===== config.mk =====
export PLATFORM = sky130hd
export DESIGN_NAME = ber_tlv_stream_decoder_core
export DESIGN_NICKNAME = d
export VERILOG_FILES = /design/src/btlv_pkg.sv /design/src/btlv_step.sv /design/src/btlv_out_reg.sv /design/src/ber_tlv_stream_decoder_core.sv
export VERILOG_INCLUDE_DIRS = /design/src /design/src/src
export SDC_FILE = /design/constraint.sdc
export NUM_CORES = 1
export LEC_CHECK = 0
export BUFFER_PORTS_ARGS = -buffer_cell sky130_fd_sc_hd__buf_2
export CORE_ASPECT_RATIO = 0.5
export CORE_MARGIN = 4
export CORE_UTILIZATION = 40
export DETAILED_ROUTE_END_ITERATION = 8
export PLACE_DENSITY = 0.72
export SYNTH_ARGS = -nofsm -noshare
export SYNTH_HDL_FRONTEND = slang
export SYNTH_SLANG_ARGS = --single-unit
export TNS_END_PERCENT = 10

===== constraint.sdc =====
create_clock -name clk -period 5.9 [get_ports clk]
set_clock_uncertainty 0.15 [all_clocks]
set_input_delay 0.885 -clock clk [delete_from_list [all_inputs] [get_ports clk]]
set_output_delay 0.885 -clock clk [all_outputs]
set_load 0.05 [all_outputs]

===== src/ber_tlv_stream_decoder_core_assert.svh =====
// Assertion macros for the BER TLV stream decoder.
`ifndef BER_TLV_STREAM_DECODER_CORE_ASSERT_SVH
`define BER_TLV_STREAM_DECODER_CORE_ASSERT_SVH

`ifndef SYNTHESIS

// Checked on clk, held off while rst is high.
`define BTLV_ASSERT(name, prop, msg) \
  name: assert property (@(posedge clk) disable iff (rst) prop) else $error(msg);

// Checked on clk, also during reset.
`define BTLV_ASSERT_ALWAYS(name, prop, msg) \
  name: assert property (@(posedge clk) prop) else $error(msg);

`else

`define BTLV_ASSERT(name, prop, msg)
`define BTLV_ASSERT_ALWAYS(name, prop, msg)

`endif

`endif


===== src/btlv_pkg.sv =====
// Shared types and constants for the BER TLV stream decoder.
package btlv_pkg;

  localparam int unsigned BTLV_MAX_LENGTH_BYTES = 4;

  localparam logic [7:0] TAG_BOOLEAN     = 8'h01;
  localparam logic [7:0] TAG_INTEGER     = 8'h02;
  localparam logic [7:0] TAG_ENUMERATED  = 8'h0A;
  localparam int unsigned TAG_CONSTRUCTED_BIT = 5;

  localparam logic [31:0] INT_MAX_BYTES  = 32'd4;
  localparam logic [31:0] BOOL_MAX_BYTES = 32'd1;

  typedef enum logic [4:0] {
    PH_TAG     = 5'b00001,
    PH_LEN     = 5'b00010,
    PH_LENOCT  = 5'b00100,
    PH_CONTENT = 5'b01000,
    PH_SKIP    = 5'b10000
  } phase_t;

  typedef enum logic [2:0] {
    ERR_NONE      = 3'd0,
    ERR_INT_LONG  = 3'd1,
    ERR_BOOL_LONG = 3'd2,
    ERR_TRUNC     = 3'd3,
    ERR_LEN_LONG  = 3'd4
  } err_code_t;

  typedef struct packed {
    logic [7:0] data_byte;
    logic       end_of_message;
  } in_item_t;

  typedef struct packed {
    logic        header_valid;
    logic [7:0]  tag_value;
    logic [31:0] content_length;
    logic        value_valid;
    logic [7:0]  value_byte;
    logic        element_done;
    logic [31:0] element_value;
    err_code_t   error_code;
    logic        message_end;
  } out_item_t;

  // Decoder state, less the length octet counter (its width follows the parameter).
  typedef struct packed {
    phase_t      phase;
    logic [7:0]  current_tag;
    logic [31:0] length_acc;
    logic [31:0] bytes_left;
    logic [31:0] value_acc;
  } dec_state_t;

  localparam dec_state_t DEC_STATE_RESET = '{
    phase:       PH_TAG,
    current_tag: 8'h00,
    length_acc:  32'h0,
    bytes_left:  32'h0,
    value_acc:   32'h0
  };

endpackage


===== src/btlv_step.sv =====
// Per-byte decode step: next state and result for one input byte.
module btlv_step #(
  parameter int unsigned MAX_LENGTH_BYTES = btlv_pkg::BTLV_MAX_LENGTH_BYTES,
  localparam int unsigned OctW = $clog2(MAX_LENGTH_BYTES + 1)
) (
  input  btlv_pkg::in_item_t   item,
  input  btlv_pkg::dec_state_t cur,
  input  logic [OctW-1:0]      octets_left,
  output btlv_pkg::dec_state_t nxt,
  output logic [OctW-1:0]      octets_left_next,
  output btlv_pkg::out_item_t  res
);
  import btlv_pkg::*;

  logic [7:0]  b;
  logic        hdr_done;
  logic        numeric;
  logic [31:0] acc_new;
  err_code_t   err;

  assign b = item.data_byte;
  assign numeric = (cur.current_tag == TAG_INTEGER) || (cur.current_tag == TAG_ENUMERATED)
                || (cur.current_tag == TAG_BOOLEAN);
  assign acc_new = {cur.value_acc[23:0], b};

  always_comb begin
    nxt              = cur;
    octets_left_next = octets_left;
    res              = '0;
    err              = ERR_NONE;
    hdr_done         = 1'b0;

    case (cur.phase)
      PH_TAG: begin
        nxt.current_tag = b;
        nxt.length_acc  = '0;
        nxt.phase       = PH_LEN;
      end
      PH_LEN: begin
        if (!b[7]) begin
          nxt.length_acc = {24'h0, b};
          hdr_done       = 1'b1;
        end else if (b[6:0] > 7'(MAX_LENGTH_BYTES)) begin
          err = ERR_LEN_LONG;
        end else if (b[6:0] == 7'd0) begin
          // indefinite form taken as zero length
          nxt.length_acc = '0;
          hdr_done       = 1'b1;
        end else begin
          nxt.length_acc   = '0;
          octets_left_next = OctW'(b[6:0]);
          nxt.phase        = PH_LENOCT;
        end
      end
      PH_LENOCT: begin
        if (cur.length_acc[31:24] != 8'h00) begin
          err = ERR_LEN_LONG;
        end else begin
          nxt.length_acc   = {cur.length_acc[23:0], b};
          octets_left_next = octets_left - OctW'(1);
          hdr_done         = (octets_left == OctW'(1));
        end
      end
      PH_CONTENT: begin
        res.value_valid = 1'b1;
        res.value_byte  = b;
        if (numeric) begin
          nxt.value_acc = acc_new;
        end
        nxt.bytes_left = cur.bytes_left - 32'd1;
        if (cur.bytes_left == 32'd1) begin
          res.element_done = 1'b1;
          if (cur.current_tag == TAG_BOOLEAN) begin
            res.element_value = {31'h0, (acc_new != 32'h0)};
          end else if (numeric) begin
            res.element_value = acc_new;
          end
          nxt.phase = PH_TAG;
        end
      end
      PH_SKIP: begin
      end
      default: begin
        nxt.phase = PH_SKIP;
      end
    endcase

    if (hdr_done) begin
      res.header_valid = 1'b1;
      if (cur.current_tag[TAG_CONSTRUCTED_BIT]) begin
        nxt.phase = PH_TAG;
      end else if (((cur.current_tag == TAG_INTEGER) || (cur.current_tag == TAG_ENUMERATED))
                   && (nxt.length_acc > INT_MAX_BYTES)) begin
        err = ERR_INT_LONG;
      end else if ((cur.current_tag == TAG_BOOLEAN) && (nxt.length_acc > BOOL_MAX_BYTES)) begin
        err = ERR_BOOL_LONG;
      end else begin
        nxt.value_acc = '0;
        if (nxt.length_acc == 32'h0) begin
          res.element_done = 1'b1;
          nxt.phase        = PH_TAG;
        end else begin
          nxt.bytes_left = nxt.length_acc;
          nxt.phase      = PH_CONTENT;
        end
      end
    end

    if (err != ERR_NONE) begin
      nxt.phase = PH_SKIP;
    end else if (item.end_of_message && (cur.phase != PH_SKIP) && (nxt.phase != PH_TAG)) begin
      err = ERR_TRUNC;
    end

    res.tag_value      = nxt.current_tag;
    res.content_length = nxt.length_acc;
    res.error_code     = err;
    res.message_end    = item.end_of_message;

    // message end: decode state and octet counter back to their reset values
    if (item.end_of_message) begin
      nxt              = DEC_STATE_RESET;
      octets_left_next = '0;
    end
  end

endmodule


===== src/btlv_out_reg.sv =====
// Result register with valid/stall handshake toward the receiver.
module btlv_out_reg (
  input  logic                clk,
  input  logic                rst,
  input  logic                load,
  input  btlv_pkg::out_item_t load_data,
  output logic                full_blocked,
  output logic                out_valid,
  input  logic                out_stall,
  output btlv_pkg::out_item_t out_data
);
  import btlv_pkg::*;

  // Blocked only while a held result is not being taken.
  assign full_blocked = out_valid && out_stall;

  always_ff @(posedge clk) begin
    if (rst) begin
      out_valid <= 1'b0;
    end else if (load) begin
      out_valid <= 1'b1;
    end else if (!out_stall) begin
      out_valid <= 1'b0;
    end
  end

  always_ff @(posedge clk) begin
    if (load) begin
      out_data <= load_data;
    end
  end

endmodule


===== src/ber_tlv_stream_decoder_core.sv =====
// Top level of the BER TLV stream decoder.
//
// Usage:
//   Input channel (in_valid / in_stall / in_data) carries one message byte per
//   transfer plus an end-of-message flag on the last byte. Output channel
//   (out_valid / out_stall / out_data) carries exactly one result per input
//   byte, in order: header, content byte, element completion and error info.
//   The result of an accepted byte is held in the output register until taken.
//   Throughput: one byte per cycle unless a held result is stalled, set by the
//   single decode step between the state registers and the result register.
//   in_stall rises only while a result sits in the output register and the
//   receiver stalls it; a held result is never overwritten. While it is being
//   taken the next byte is accepted in the same cycle.
//   Reset (rst, synchronous) empties the result register and puts the decoder
//   back to waiting for a tag. The end-of-message byte does the same to the
//   decode state once its result is formed.
//   After an error, bytes are consumed without flags until the message ends.
//   MAX_LENGTH_BYTES bounds the long-form length octet count (1..8).
module ber_tlv_stream_decoder_core #(
  parameter int unsigned MAX_LENGTH_BYTES = btlv_pkg::BTLV_MAX_LENGTH_BYTES
) (
  input  logic                clk,
  input  logic                rst,
  input  logic                in_valid,
  output logic                in_stall,
  input  btlv_pkg::in_item_t  in_data,
  output logic                out_valid,
  input  logic                out_stall,
  output btlv_pkg::out_item_t out_data
);
  import btlv_pkg::*;

  localparam int unsigned OctW = $clog2(MAX_LENGTH_BYTES + 1);

  // decode state
  dec_state_t      state;
  dec_state_t      state_next;
  logic [OctW-1:0] octets_left;
  logic [OctW-1:0] octets_left_next;

  out_item_t       step_res;
  logic            in_take;

  assign in_take = in_valid && !in_stall;

  btlv_step #(
    .MAX_LENGTH_BYTES(MAX_LENGTH_BYTES)
  ) u_step (
    .item             (in_data),
    .cur              (state),
    .octets_left      (octets_left),
    .nxt              (state_next),
    .octets_left_next (octets_left_next),
    .res              (step_res)
  );

  // state advances only on an accepted byte
  always_ff @(posedge clk) begin
    if (rst) begin
      state       <= DEC_STATE_RESET;
      octets_left <= '0;
    end else if (in_take) begin
      state       <= state_next;
      octets_left <= octets_left_next;
    end
  end

  btlv_out_reg u_out (
    .clk          (clk),
    .rst          (rst),
    .load         (in_take),
    .load_data    (step_res),
    .full_blocked (in_stall),
    .out_valid    (out_valid),
    .out_stall    (out_stall),
    .out_data     (out_data)
  );

`include "ber_tlv_stream_decoder_core_assert.svh"

  `BTLV_ASSERT(a_result_follows, in_take |=> out_valid, "accepted byte produced no result")
  `BTLV_ASSERT(a_stall_only_full, in_stall |-> out_valid, "input stalled with empty result reg")
  `BTLV_ASSERT(a_eom_resets, (in_take && in_data.end_of_message) |=> (state.phase == PH_TAG), "decoder not reset after message end")
  `BTLV_ASSERT(a_skip_holds, (in_take && !in_data.end_of_message && (state.phase == PH_SKIP)) |=> (state.phase == PH_SKIP), "left error skip before message end")
  `BTLV_ASSERT(a_hdr_not_content, out_valid |-> !(out_data.header_valid && out_data.value_valid), "header and content flagged together")
  `BTLV_ASSERT_ALWAYS(a_rst_empty, rst |=> !out_valid, "result valid after reset")

endmodule

# Word-level counts from Yosys, hierarchy flattened
# Index checks and enable logic that the tools add are counted.
# op_classes
addsub	2
n_lt_le_gt_ge	3
eq_ne	17
n_mux	57
bitwise_logic	3
n_reduce_logical	19
# ops
op	n
$mux W64	5
$mux W32	7
$mux W109	1
$pmux W32 S3	1
$mux W5	9
$mux W3	14
$mux W42	1
$mux W33	1
$eq A32 B1 Y1 const B	1
$gt A32 B1 Y1 const B	1
$gt A32 B3 Y1 const B	1
$logic_not A32 Y1	1
$reduce_bool A32 Y1	1
$sub A32 B1 Y32 const B	1
$pmux W5 S4	1
$mux W1	12
$ne A3 B3 Y1 const B	4
$pmux W3 S2	2
$eq A8 B1 Y1 const B	1
$eq A8 B2 Y1 const B	1
$eq A8 B4 Y1 const B	1
$mux W8	1
$reduce_bool A8 Y1	1
$gt A7 B3 Y1 const B	1
22 further kinds	31
# word_totals
ff_bits	200
input_bits	13
output_inout_bits	89
elab_cells	118

# Longest topological paths before layout
# Gate-level depths: netlist of the first run.
# depth
ltp_word	14
depth_mapped	13
mapped_depth_nobuf	10

# Modules after synthesis
# Synthesis of the first run repeated with hierarchy kept, for this count alone.
# unflattened
hier_cells	1155
area_unflattened_um2	11368.4
# by_module_without_submodules
module	instances	cells_each	area_per_inst_um2	seq_area_each_um2
ber_tlv_stream_decoder_core	1	510	5178.7	2242.2
btlv_step	1	554	3540.9	0.0
btlv_out_reg	1	91	2648.8	2632.5

# Worst setup path after synthesis of the first run
# No wires, ideal clock.
# synth_path
path_type	in2reg
start	input port out_stall
end	register octets_left[0]
setup_time_ns	0.074
arrival_ns	5.477
required_time_ns	5.676
path_slack_ns	0.199
path_stages	7
n_path_buf	1
path_cell_list	nand2_1 nand2_1 inv_1 clkbuf_1 o21ai_0 or4b_2 a31oi_1
# synth_between
elab_chain_len	4
# synth_lines
item	line	rtl
start: declaration	ber_tlv_stream_decoder_core.sv:28	input logic out_stall,
$logic_and A1 B1 Y1	btlv_out_reg.sv:15	assign full_blocked = out_valid && out_stall;
$logic_not A1 Y1	ber_tlv_stream_decoder_core.sv:44	assign in_take = in_valid && !in_stall;
$logic_and A1 B1 Y1	ber_tlv_stream_decoder_core.sv:44	
named net in_take	ber_tlv_stream_decoder_core.sv:42	logic in_take;
$reduce_and A6 Y1 (no line)	--	
end signal: assignment	ber_tlv_stream_decoder_core.sv:64	octets_left <= octets_left_next;
end: declaration	ber_tlv_stream_decoder_core.sv:38	logic [OctW-1:0] octets_left;
# The timed path passes the listed nets, and every way through them passes these cells.
# A chain may end at the register's enable or synchronous reset.

# Worst setup path after layout of the first run
# layout_path
start	input port in_data[4] (netlist name)
end	register state[40] (netlist name)
# layout_between
elab_chain_len	11
word_cells_on_any_way	21
classes_between	order compare (3); mux (14); reduce/logical (4)
# layout_lines
item	line	rtl
start: declaration	ber_tlv_stream_decoder_core.sv:26	input btlv_pkg::in_item_t in_data,
$gt A7 B3 Y1	btlv_step.sv:43	end else if (b[6:0] > 7'(MAX_LENGTH_BYTES)) begin
$mux W32	btlv_step.sv:43	
$mux W32	btlv_step.sv:40	if (!b[7]) begin
$pmux W32 S3	btlv_step.sv:33	case (cur.phase)
$gt A32 B1 Y1 / $logic_not A32 Y1 (equally long branches)	btlv_step.sv:95, btlv_step.sv:99	
$logic_and A1 B1 Y1 / $mux W32 (equally long branches)	btlv_step.sv:95, btlv_step.sv:99	
$mux W64	btlv_step.sv:95	end else if ((cur.current_tag == TAG_BOOLEAN) && (nxt.length_acc > BOOL_MAX_BYTES)) begin
$mux W64	btlv_step.sv:92	end else if (((cur.current_tag == TAG_INTEGER) || (cur.current_tag == TAG_ENUMERATED))
$mux W64	btlv_step.sv:90	if (cur.current_tag[TAG_CONSTRUCTED_BIT]) begin
$mux W64 (*)	btlv_step.sv:88	if (hdr_done) begin
$mux W109 (*)	btlv_step.sv:121	if (item.end_of_message) begin
end signal: assignment	ber_tlv_stream_decoder_core.sv:63	state <= state_next;
end: declaration	ber_tlv_stream_decoder_core.sv:36	dec_state_t state;
# Mark *: on every way between the ends. The rest lies on a longest branch, timed or not.

==> out/qor.yml, run 1 <==
power:
  p_total_uw: 2900
  power_density_mw_per_mm2: 294
  power.internal_uw: 2060
  clockPowerShare_pct: 39.9
  vdd_drop_max_uv: 198
  pwr-share-seq_pct: 50.0
  p_leak_uw: 0.00375
  swShare_pct: 29.0
  switching_power_uw: 841
  p_comb_share_pct: 10.2
placement:
  hpwlAfterDp_um: 17100
  placedInstanceArea_sq_mm: 0.00928
  placed_cells: 1161
  numPortBuffers: 101
  place_congestion: 0.941
cells_and_area:
  syn2layout_area_growth_pct: 15.6
  mostFrequentLayoutCell: "dfxtp_1"
  num_antenna_cells: 0
  nFillCells: 1908
  layout.cells.non_filler: 1193
  post-route-cell-area_sq_mm: 0.00987
  regArea_sq_mm: 0.00471
  drive_gt1_share_pct: 18.6
  utilization_pct: 47.6
  fin_nets: 924
  final_cell_mix: "105 x dfxtp_1, 101 x buf_2, 87 x edfxtp_1, 83 x nor2_1, 55 x nand2_1"
  multi_input_area_sq_mm: 0.00356
drt:
  highest_layer: "met4"
  wl_per_cell_um: 20.7
  drt-met1-wl_um: 11200
  drtPass1Iterations: 5
  met2RoutedLength_um: 11000
  dr_wl_met3_um: 1870
  drtAntennaViolNets: 0
  viasPerCell: 6.14
  routed_wl_um: 24700
  via_count: 7329
  drc_errors: 0
  first_iter_violations: 798
worst_setup_path:
  reg2reg_depth: 11
  cp_data_required_time_ns: 6.08
  worst_ep_arrival_time_ns: 4.27
  end_kind: "register"
  cpPeakStageDelay_ns: 0.49
  crit_fanout: 14
  slowest_stage: "nor4_1"
  crit_type: "input port to register"
  worstSetupStartpointType: "input port"
  crit_chain: "buf_2 > nor4_1 > a2111o_1 > and3_1 > o221ai_2 > nor4_2 > o22ai_2 > nor2_2 > buf_4 > o21ai_1 > a221o_1"
synthesis:
  synth_edf_count: 87
  syn_nets: 844
  synthCells: 827
  synth-seq-cells: 192
  synth_cell_type_count: 69
  syn_area_per_cell_sq_um: 10.3
  synth-main-ff-cell: "dfxtp_1"
  ys_seq_area_share_pct: 55.2
  netlist_area_sq_mm: 0.00854
  async_reset_ff_share_pct: 0
  yosysWarningCount: 0
clocking:
  clkSlewWorstSetupHoldPaths_ns: 0.08
  clockRootBuffer: "clkbuf_16"
  postCtsSetupBuffers: 0
  cts_tree: "built"
  cts_sinks: 192
  cts_buffers: 17
  clk_latency_ns: 0.44
  h-tree-depth: 4
  post_cts_resized: 0
  clockBufferDepth: 2
  holdBufCountCts: 0
sta:
  fmax_ghz: 0.244
  rsz0062_at_grt: "false"
  tightest_slew_ns: 1.22
  setup_viol: 0
  finalCritPeriodShare_pct: 69.4
  fin_crit_ns: 4.10
  setup-tns-final_ns: 0
  slew_violations: 0
  finalHoldViolCount: 0
  relSlewSlack_pct: 18.2
die:
  initial_utilization_pct: 41.2
  die_w_um: 215
  core_sq_mm: 0.0207
  pin_count: 102
  die_area_sq_mm: 0.0239
  rows: 37
  dieHeight_um: 111
grt:
  overflow: 0
  grt_pass1_wl_um: 38400
  grt_max_degree: 58
  first_global_vias: 6767
  antenna_found_initial: 0
  grt_use_total_pct: 20.1
outcome:
  status: "complete, no violations"
worst_hold_path:
  hold_path_depth: 2
  min_path_type: "register to register"
run:
  cap_viol_max_count: 0
==> layer usage <==
metal | vias to the layer above | GRT usage [%]
li1 | 3320 | -
met1 | 3621 | 28.3
met2 | 332 | 31.0
met3 | 56 | 4.24
met4 | 0 | 6.86
met5 | - | 0
==> critical path, delay by kind of cell <==
family | cells | cell delay [ns]
buf+inv | 2 | 0.46
compound gates | 5 | 1.11
simple gates | 4 | 1.80
==> synth_stat cells, types with 4 or more instances <==
| cell type | n | area share [%] |
|---|---|---|
| a22oi_1 | 43 | 3.8 |
| or3_1 | 11 | 0.81 |
| mux2_2 | 8 | 1.1 |
| inv_1 | 16 | 0.70 |
| buf_2 | 5 | 0.29 |
| nand4_1 | 6 | 0.44 |
| nor2_1 | 84 | 3.7 |
| o211ai_1 | 12 | 1.1 |
| nor4_1 | 24 | 1.8 |
| and2_1 | 36 | 2.6 |
| nand2_1 | 56 | 2.5 |
| dfxtp_1 | 105 | 25 |
| mux2i_1 | 4 | 0.47 |
| or4_1 | 11 | 0.97 |
| edfxtp_1 | 87 | 31 |
| nor2b_1 | 4 | 0.29 |
| clkbuf_1 | 43 | 1.9 |
| o2bb2ai_1 | 5 | 0.51 |
| o41ai_1 | 4 | 0.41 |
| o31ai_1 | 9 | 0.79 |
| nor3_1 | 27 | 1.6 |
| nand3_1 | 10 | 0.59 |
| a32oi_1 | 4 | 0.41 |
| o21ai_1 | 16 | 0.94 |
| and3_1 | 14 | 1.0 |
| o21ai_0 | 21 | 1.2 |
| ha_1 | 4 | 0.59 |
| a22o_1 | 49 | 5.0 |
| a21oi_1 | 40 | 2.3 |
==> worst paths after layout <==
check | from | end | slack (ns)
worst max-delay path | in_data[4] | state[40]$_SDFFE_PP0P_ | 1.80
worst min register to register | octets_left[1]$_SDFFE_PP0P_ | octets_left[1]$_SDFFE_PP0P_ | 0.32
worst min-delay path | octets_left[1]$_SDFFE_PP0P_ | octets_left[1]$_SDFFE_PP0P_ | 0.32
worst max register to register | state[105]$_SDFFE_PP0P_ | state[40]$_SDFFE_PP0P_ | 1.87
==> logic make-up (layout without fill, tap and decap cells) <==
logic type                 Yosys count  count (layout)  synth area share, %
AOI/OAI and AO/OA                  238             238                 20.2
xor gates and xnor gates             1               1                0.103
adders and majority gates            4               4                0.586
buffers and inverters               68             161                 3.15
DFF                                192             192                 55.2
muxes                               12              12                 1.52
and+or+nand+nor                    312             312                 19.2
==> final cells by class <==
type                    count  share of cell area (%)
flip-flops and latches    192                    47.8
multi-input cells         567                    36.1
repair buffers            113                    6.04
clock buffers              17                    4.31
well taps                 273                    3.46
clock inverters            15                    1.67
inverters                  16                   0.634
==> power by group through the flow <==
stage	sequential (uW)	clock, uW	combinational [uW]
floorplan	1590	0	111
global placement	1480	0	289
detailed placement	1480	0	294
CTS	1450	1160	294
global route	1450	1240	312
finish	1450	1160	296
==> stage by stage <==
stage,hold WS (ns),setup WS [ns]
3_5_place_dp,0.312,1.46
3_3_place_gp,0.291,1.67
6_report,0.325,1.80
5_1_grt,0.330,1.58
4_1_cts,0.324,1.89
2_1_floorplan,0.279,0.199
==> state kept, by name (all words and copies together), names as in the netlist <==
| signal | flops |
|---|---|
| octets_left | 3 |
| state | 101 |
| u_out.out_data | 87 |
| u_out.out_valid | 1 |
No activity file was read; power rests on OpenSTA's default activity.
==> inputs of run 2 (changes only) <==
--- a/config.mk
+++ b/config.mk
@@ -6,12 +6,13 @@
 export SDC_FILE = /design/constraint.sdc
 export NUM_CORES = 1
 export LEC_CHECK = 0
+export ABC_AREA = 1
 export BUFFER_PORTS_ARGS = -buffer_cell sky130_fd_sc_hd__buf_2
 export CORE_ASPECT_RATIO = 0.5
 export CORE_MARGIN = 4
 export CORE_UTILIZATION = 40
 export DETAILED_ROUTE_END_ITERATION = 8
-export PLACE_DENSITY = 0.72
+export PLACE_DENSITY = 0.71
 export SYNTH_ARGS = -nofsm -noshare
 export SYNTH_HDL_FRONTEND = slang
 export SYNTH_SLANG_ARGS = --single-unit
==> constraint.sdc (replaced) <==
create_clock -name clk -period 3.52 [get_ports clk]
set_clock_uncertainty 0.15 [all_clocks]
set_input_delay 0.528 -clock clk [delete_from_list [all_inputs] [get_ports clk]]
set_output_delay 0.528 -clock clk [all_outputs]
set_load 0.05 [all_outputs]
==> run 2 against run 1 <==
  * Via count rose by 23%
  * Die area rose by 13%
  * Register-to-register slack got worse by 1.7 ns
  * Utilization rose by 0.64 points
  * Final area rose by 14%
  * Sequential power rose by 66%
  * Final cell count rose by 41%
  * Non-clock buffer count rose by 16
  * First-iteration DRC count rose by 39%
  * Largest power group unchanged
==> out/qor.yml, run 2 <==
grt:
  grt_use_total_pct: 20.6  # +0.45 points
  grt_max_degree: 100  # +72%
  antenna_found_initial: 0  # unchanged
  first_global_vias: 8521  # +26%
  grt_pass1_wl_um: 45000  # +17%
  overflow: 0  # unchanged
synthesis:
  syn_nets: 1285  # +52%
  syn_area_per_cell_sq_um: 7.66  # -26%
  synthCells: 1268  # +53%
  synth_top_area_share_pct: 26.9  # -3.7 points
  netlist_area_sq_mm: 0.00971  # +14%
  ys_seq_area_share_pct: 48.5  # -6.7 points
  synth_edf_count: 87  # unchanged
  synthTopCellsByArea: "edfxtp_1 27%, dfxtp_1 22%, nand2_1 14%"
  synth-main-ff-cell: "dfxtp_1"
  yosysWarningCount: 0  # unchanged
  yosysMostFrequentCell: "nand2_1"
  synth.cells.most_frequent: "369 x nand2_1, 140 x nor2_1, 130 x inv_1"
  synth-seq-cells: 192  # unchanged
  synth_cell_type_count: 43  # -38%
  synth_top_area_cell: "edfxtp_1"
  async_reset_ff_share_pct: 0  # unchanged
die:
  initial_utilization_pct: 41.6  # +0.48 points
  pin_count: 102  # unchanged
  rows: 39  # +5.4%
  core_sq_mm: 0.0233  # +12%
  die_w_um: 228  # +6.4%
  die_area_sq_mm: 0.0270  # +13%
  dieHeight_um: 118  # +6.2%
power:
  vdd_drop_max_uv: 328  # +65%
  power_density_mw_per_mm2: 424  # +44%
  p_leak_uw: 0.00494  # +32%
cells_and_area:
  final_cell_mix: "368 x nand2_1, 138 x nor2_1, 128 x inv_1, 119 x a21oi_1, 104 x dfxtp_1"
  post-route-cell-area_sq_mm: 0.0112  # +14%
  mostFrequentLayoutCell: "nand2_1"
  nFillCells: 2236  # +17%
  largest_reg_flops: 101  # unchanged
  fin_nets: 1379  # +49%
  utilization_pct: 48.2  # +0.64 points
  reg.largest.list: "state: 101 flops, u_out.out_data: 87 flops, octets_left: 3 flops"
  num_antenna_cells: 0  # unchanged
  regMostFlops: "state"
  drive_gt1_share_pct: 16.4  # -2.2 points
  syn2layout_area_growth_pct: 15.8
clocking:
  clkSlewWorstSetupHoldPaths_ns: 0.07  # about the same
  postCtsSetupBuffers: 0  # unchanged
  clockBufferDepth: 2  # unchanged
  cts_tree: "built"
  cts_buffers: 17  # unchanged
  cts_sinks: 192  # unchanged
  clk_latency_ns: 0.44  # about the same
  clockRootBuffer: "clkbuf_16"
  h-tree-depth: 4  # unchanged
drt:
  via_count: 8996  # +23%
  drtAntennaViolNets: 0  # unchanged
  met2RoutedLength_um: 13000  # +18%
  highest_layer: "met4"
  drt-met1-wl_um: 12500  # +11%
  drtPass1Iterations: 5  # unchanged
  first_iter_violations: 1112  # +39%
  drc_errors: 0  # unchanged
  routed_wl_um: 28200  # +14%
  dr_wl_met3_um: 1860  # -0.43%
  viasPerCell: 5.35  # -13%
  wl_per_cell_um: 16.7  # -19%
sta:
  tightest_slew_ns: 0.876  # -0.346 ns
  fin_crit_ns: 3.36
  slew_violations: 0  # unchanged
  finalCritPeriodShare_pct: 95.4
  relSlewSlack_pct: 41.6  # +23 points
  rsz0062_at_grt: "true"
  fmax_ghz: 0.298
  finalHoldViolCount: 0  # unchanged
  whs_ns: 0.229  # -0.0954 ns
  setup_viol: 0  # unchanged
worst_hold_path:
  min_path_type: "input port to register"
placement:
  placedInstanceArea_sq_mm: 0.0107  # +15%
  hpwlAfterDp_um: 19300  # +13%
  numPortBuffers: 101  # unchanged
  place_congestion: 0.945  # +0.40%
worst_setup_path:
  worstSetupStartpointType: "register"
  cp_data_required_time_ns: 3.76  # -2.32 ns
  crit_type: "register to register"
  worst_ep_arrival_time_ns: 3.60  # -0.67 ns
  end_kind: "register"
  crit_fanout: 31  # +17
run:
  cap_viol_max_count: 0  # unchanged
outcome:
  status: "complete, no violations"
==> run 2: cell count changes in the layout (fill, tap and decap cells not counted), sizes merged, moves of 41 or more <==
cell and change:
a21oi +87, a22o -49, a22oi -41, inv +112, nand2 +328, nand3 +68
nor2 +65
==> run 2: timing repair <==
action | CTS | global route
setup endpoints to repair | 0 | 59
hold buffers | 0 | 0
gates resized for setup | 0 | 6
==> run 2: cell families after synthesis <==
family          Yosys count  synth area share, %
compound gates          189                 10.8
flops                   192                 48.5
fa+ha+maj                 4                0.515
buf+inv                 191                 8.09
xor+xnor                 23                 2.07
simple gates            669                 30.0
==> run 2: area by class of cell <==
type	instances	area, sq um	area share [%]
Sequential cell	192	4720	41.9
Multi-Input combinational cell	886	4330	38.5
Timing Repair Buffer	129	757	6.73
Inverter	136	514	4.57
Clock buffer	21	450	4.00
Tap cell	307	384	3.42
Clock inverter	11	92.6	0.823
==> run 2: final timing paths <==
path	end	start	slack, ns	cells past startpoint
setup / recovery	state[50]$_SDFFE_PP0P_	state[108]$_SDFFE_PP0P_	0.16	19
hold reg to reg	state[23]$_SDFFE_PP0P_	state[23]$_SDFFE_PP0P_	0.34	2
hold / removal	u_out.out_valid$_SDFFE_PP0P_	out_stall	0.23	3
setup reg to reg	state[50]$_SDFFE_PP0P_	state[108]$_SDFFE_PP0P_	0.16	19
==> run 2: power breakdown <==
part	internal [uW]	leakage [uW]	total (uW)	switching, uW
registers	2390	0.00173	2410	24.8
logic	93.7	0.00295	501	408
clock network	989	0.000267	1850	859
==> run 2: critical path, cell delays in order (launching register included) <==
cell and delay [ns]:
dfxtp_1 0.33, inv_1 0.20, nand3_2 0.25, nand3_2 0.26, nand2_8 0.17, nand2_1 0.13
nand2_2 0.11, nor2_1 0.12, nand2_1 0.09, inv_1 0.07, nand2_1 0.08, nor2_2 0.16
nand3_2 0.15, nand2_4 0.17, nand3_1 0.16, nor2_4 0.26, nand3_1 0.20, nand3_1 0.11
nand2_1 0.05, inv_1 0.07
==> run 2: per-layer routing <==
layer,vias up,track usage [%]
li1,4344,-
met3,54,4.25
met4,0,6.88
met2,361,33.8
met5,-,0
met1,4237,27.3
==> run 2: metrics by stage <==
stage | total power [uW] | worst slack [ns] | cells | TNS (ns)
after floorplan | 2830 | -0.121 | 1268 | -5.78
final | 4760 | 0.163 | 1682 | 0
after detailed placement | 2960 | -0.0689 | 1649 | -1.41
after CTS | 4790 | 0.0905 | 1681 | 0
after global placement | 2950 | -0.0206 | 1649 | -0.0301
after global routing | 4910 | -0.108 | 1682 | -0.281
==> inputs of run 3 (changes only) <==
--- a/config.mk
+++ b/config.mk
@@ -10,9 +10,9 @@
 export BUFFER_PORTS_ARGS = -buffer_cell sky130_fd_sc_hd__buf_2
 export CORE_ASPECT_RATIO = 0.5
 export CORE_MARGIN = 4
-export CORE_UTILIZATION = 40
+export CORE_UTILIZATION = 54
 export DETAILED_ROUTE_END_ITERATION = 8
-export PLACE_DENSITY = 0.71
+export PLACE_DENSITY = 0.88
 export SYNTH_ARGS = -nofsm -noshare
 export SYNTH_HDL_FRONTEND = slang
 export SYNTH_SLANG_ARGS = --single-unit
==> run 3 against run 2 <==
  * Non-clock buffer count is 7 lower
  * Sequential power hardly changed
  * Count of clock-buffer cells in the layout is 3 lower
  * Critical path depth is 7 lower
  * Critical path type unchanged
  * Highest routed layer unchanged
==> out/qor.yml, run 3 (synthesized netlist as in run 2, its figures left out) <==
cells_and_area:
  reg.largest.list: "state: 101 flops, u_out.out_data: 87 flops, octets_left: 3 flops"
  drive_gt1_share_pct: 16.4  # +0.084 points
  final_cell_mix: "367 x nand2_1, 138 x nor2_1, 127 x inv_1, 118 x a21oi_1, 103 x dfxtp_1"
  fin_nets: 1372  # -0.51%
  layout.cells.non_filler: 1602  # -4.8%
  mostFrequentLayoutCell: "nand2_1"
  syn2layout_area_growth_pct: 15.0
  utilization_pct: 63.7  # +16 points
  largest_reg_flops: 101  # unchanged
  num_antenna_cells: 0  # unchanged
  post-route-cell-area_sq_mm: 0.0112  # -0.70%
  regMostFlops: "state"
worst_setup_path:
  cp_data_required_time_ns: 3.64  # -0.12 ns
  crit_family: "simple AND/OR/NAND/NOR gates"
  reg2reg_to: "state[58]$_SDFFE_PP0P_"
  end_kind: "register"
  path_buf_inv: 3  # unchanged
  reg2reg_depth: 12  # -7
  rrSetupSlack_ns: 0.30  # +0.14 ns
  crit_fanout: 8  # -74%
  critPathMostFrequentCell: "inv_1"
  reg2reg_from: "state[108]$_SDFFE_PP0P_"
  crit_chain: "inv_1 > nand2_1 > nor2_4 > nand2_2 > o21ai_2 > inv_1 > nor2_1 > inv_1 > nor2_4 > nand2_1 > nand3_2 > a21oi_1"
  worst_ep_arrival_time_ns: 3.34  # -0.26 ns
  cpPeakStageDelay_ns: 0.50  # +0.17 ns
  worstSetupStartpointType: "register"
  slowest_stage: "o21ai_2"
  crit_type: "register to register"
die:
  pin_count: 102  # unchanged
  die_area_sq_mm: 0.0203  # -25%
  dieHeight_um: 103  # -13%
  initial_utilization_pct: 55.4  # +14 points
  die_w_um: 198  # -13%
  core_sq_mm: 0.0175  # -25%
  rows: 34  # -13%
grt:
  grt_max_degree: 95  # -5.0%
  first_global_vias: 8461  # -0.70%
  grt_use_total_pct: 26.2  # +5.7 points
  grt_pass1_wl_um: 42700  # -5.1%
  antenna_found_initial: 0  # unchanged
  overflow: 0  # unchanged
sta:
  setup_viol: 0  # unchanged
  fmax_ghz: 0.310  # +4.2%
  fin_ws_ns: 0.299  # +0.136 ns
  tightest_slew_ns: 1.09  # +0.213 ns
  finalHoldViolCount: 0  # unchanged
  rsz0062_at_grt: "false"
  slew_violations: 0  # unchanged
  finalCritPeriodShare_pct: 91.5  # -3.9 points
  relSlewSlack_pct: 27.4  # -14 points
  fin_crit_ns: 3.22  # -0.136 ns
drt:
  drtPass1Iterations: 6  # +1
  viasPerCell: 5.76  # +7.7%
  routed_wl_um: 27200  # -3.3%
  via_count: 9231  # +2.6%
  drtAntennaViolNets: 0  # unchanged
  first_iter_violations: 1183  # +6.4%
  drc_errors: 0  # unchanged
  wl_per_cell_um: 17.0  # +1.6%
clocking:
  cts_buffers: 17  # unchanged
  clockBufferDepth: 2  # unchanged
  cts_sinks: 192  # unchanged
  h-tree-depth: 4  # unchanged
  cts_tree: "built"
  holdBufCountCts: 0  # unchanged
  clockRootBuffer: "clkbuf_16"
  clk_latency_ns: 0.44  # about the same
  clkSlewWorstSetupHoldPaths_ns: 0.08  # about the same
placement:
  numPortBuffers: 101  # unchanged
  place_congestion: 0.991  # +4.9%
  post-place-ws_ns: -0.0375  # +0.0314 ns
  placedInstanceArea_sq_mm: 0.0105  # -1.5%
  hpwlAfterDp_um: 18500  # -4.1%
  placed_cells: 1568  # -4.9%
power:
  vdd_drop_max_uv: 356  # +8.5%
  power_density_mw_per_mm2: 434  # +2.4%
  p_leak_uw: 0.00493  # -0.20%
worst_hold_path:
  min_from: "out_stall"
  hold_path_depth: 3  # unchanged
  worst_hold_path.endpoint: "u_out.out_valid$_SDFFE_PP0P_"
  min_path_type: "input port to register"
outcome:
  status: "complete, no violations"
run:
  cap_viol_max_count: 0  # unchanged
==> run 3: how the worst max path moves through the flow <==
stage	startpoint	end	slack, ns	depth (start not counted)
floorplan	out_stall	state[14]$_SDFFE_PP0P_	-0.12	10
global placement	in_data[7]	state[10]$_SDFFE_PP0P_	0.14	19
detailed placement	in_data[7]	state[23]$_SDFFE_PP0P_	-0.04	19
CTS	state[106]$_SDFFE_PP0P_	state[39]$_SDFFE_PP0P_	0.24	19
global route	state[108]$_SDFFE_PP0P_	state[58]$_SDFFE_PP0P_	0.01	12
finish	state[108]$_SDFFE_PP0P_	state[58]$_SDFFE_PP0P_	0.30	12
==> run 3: worst min-delay path: cells and delay by family <==
kind,cells,cell delay (ns)
buf+inv,1,0.13
compound gates,1,0.05
simple gates,1,0.07
==> run 3: layout make-up <==
| type | count | area, sq um |
|---|---|---|
| Clock buffer | 18 | 429 |
| Clock inverter | 14 | 158 |
| Sequential cell | 192 | 4720 |
| Timing Repair Buffer | 122 | 701 |
| Inverter | 136 | 514 |
| Tap cell | 234 | 293 |
| Multi-Input combinational cell | 886 | 4360 |
| Fill cell | 1434 | 6360 |
==> run 3: power by group <==
group | internal (uW) | leakage (uW) | switching, uW
clock network | 961 | 0.000288 | 975
logic | 91.8 | 0.00292 | 404
registers | 2390 | 0.00173 | 25.8
==> run 3: what timing repair did <==
action                     in CTS  in global routing
resized for setup               0                 15
setup endpoints to repair       0                 51
setup buffers                   0                  1
==> run 3: metal layers <==
metal / global-route usage [%] / vias up / wire, um
met3: 4.67 / 84 / 2940
met5: 0 / - / 0
li1: - / 4331 / -
met1: 35.4 / 4279 / 11000
met4: 11.1 / 0 / 940
met2: 42.4 / 537 / 12400
==> run 3: stage by stage <==
step / hold WS (ns) / setup TNS (ns) / power, uW
global placement: 0.319 / 0 / 2940
floorplan: 0.308 / -5.78 / 2830
detailed placement: 0.323 / -0.125 / 2950
finish: 0.227 / 0 / 4850
CTS: 0.220 / 0 / 4840
global route: 0.240 / 0 / 4980
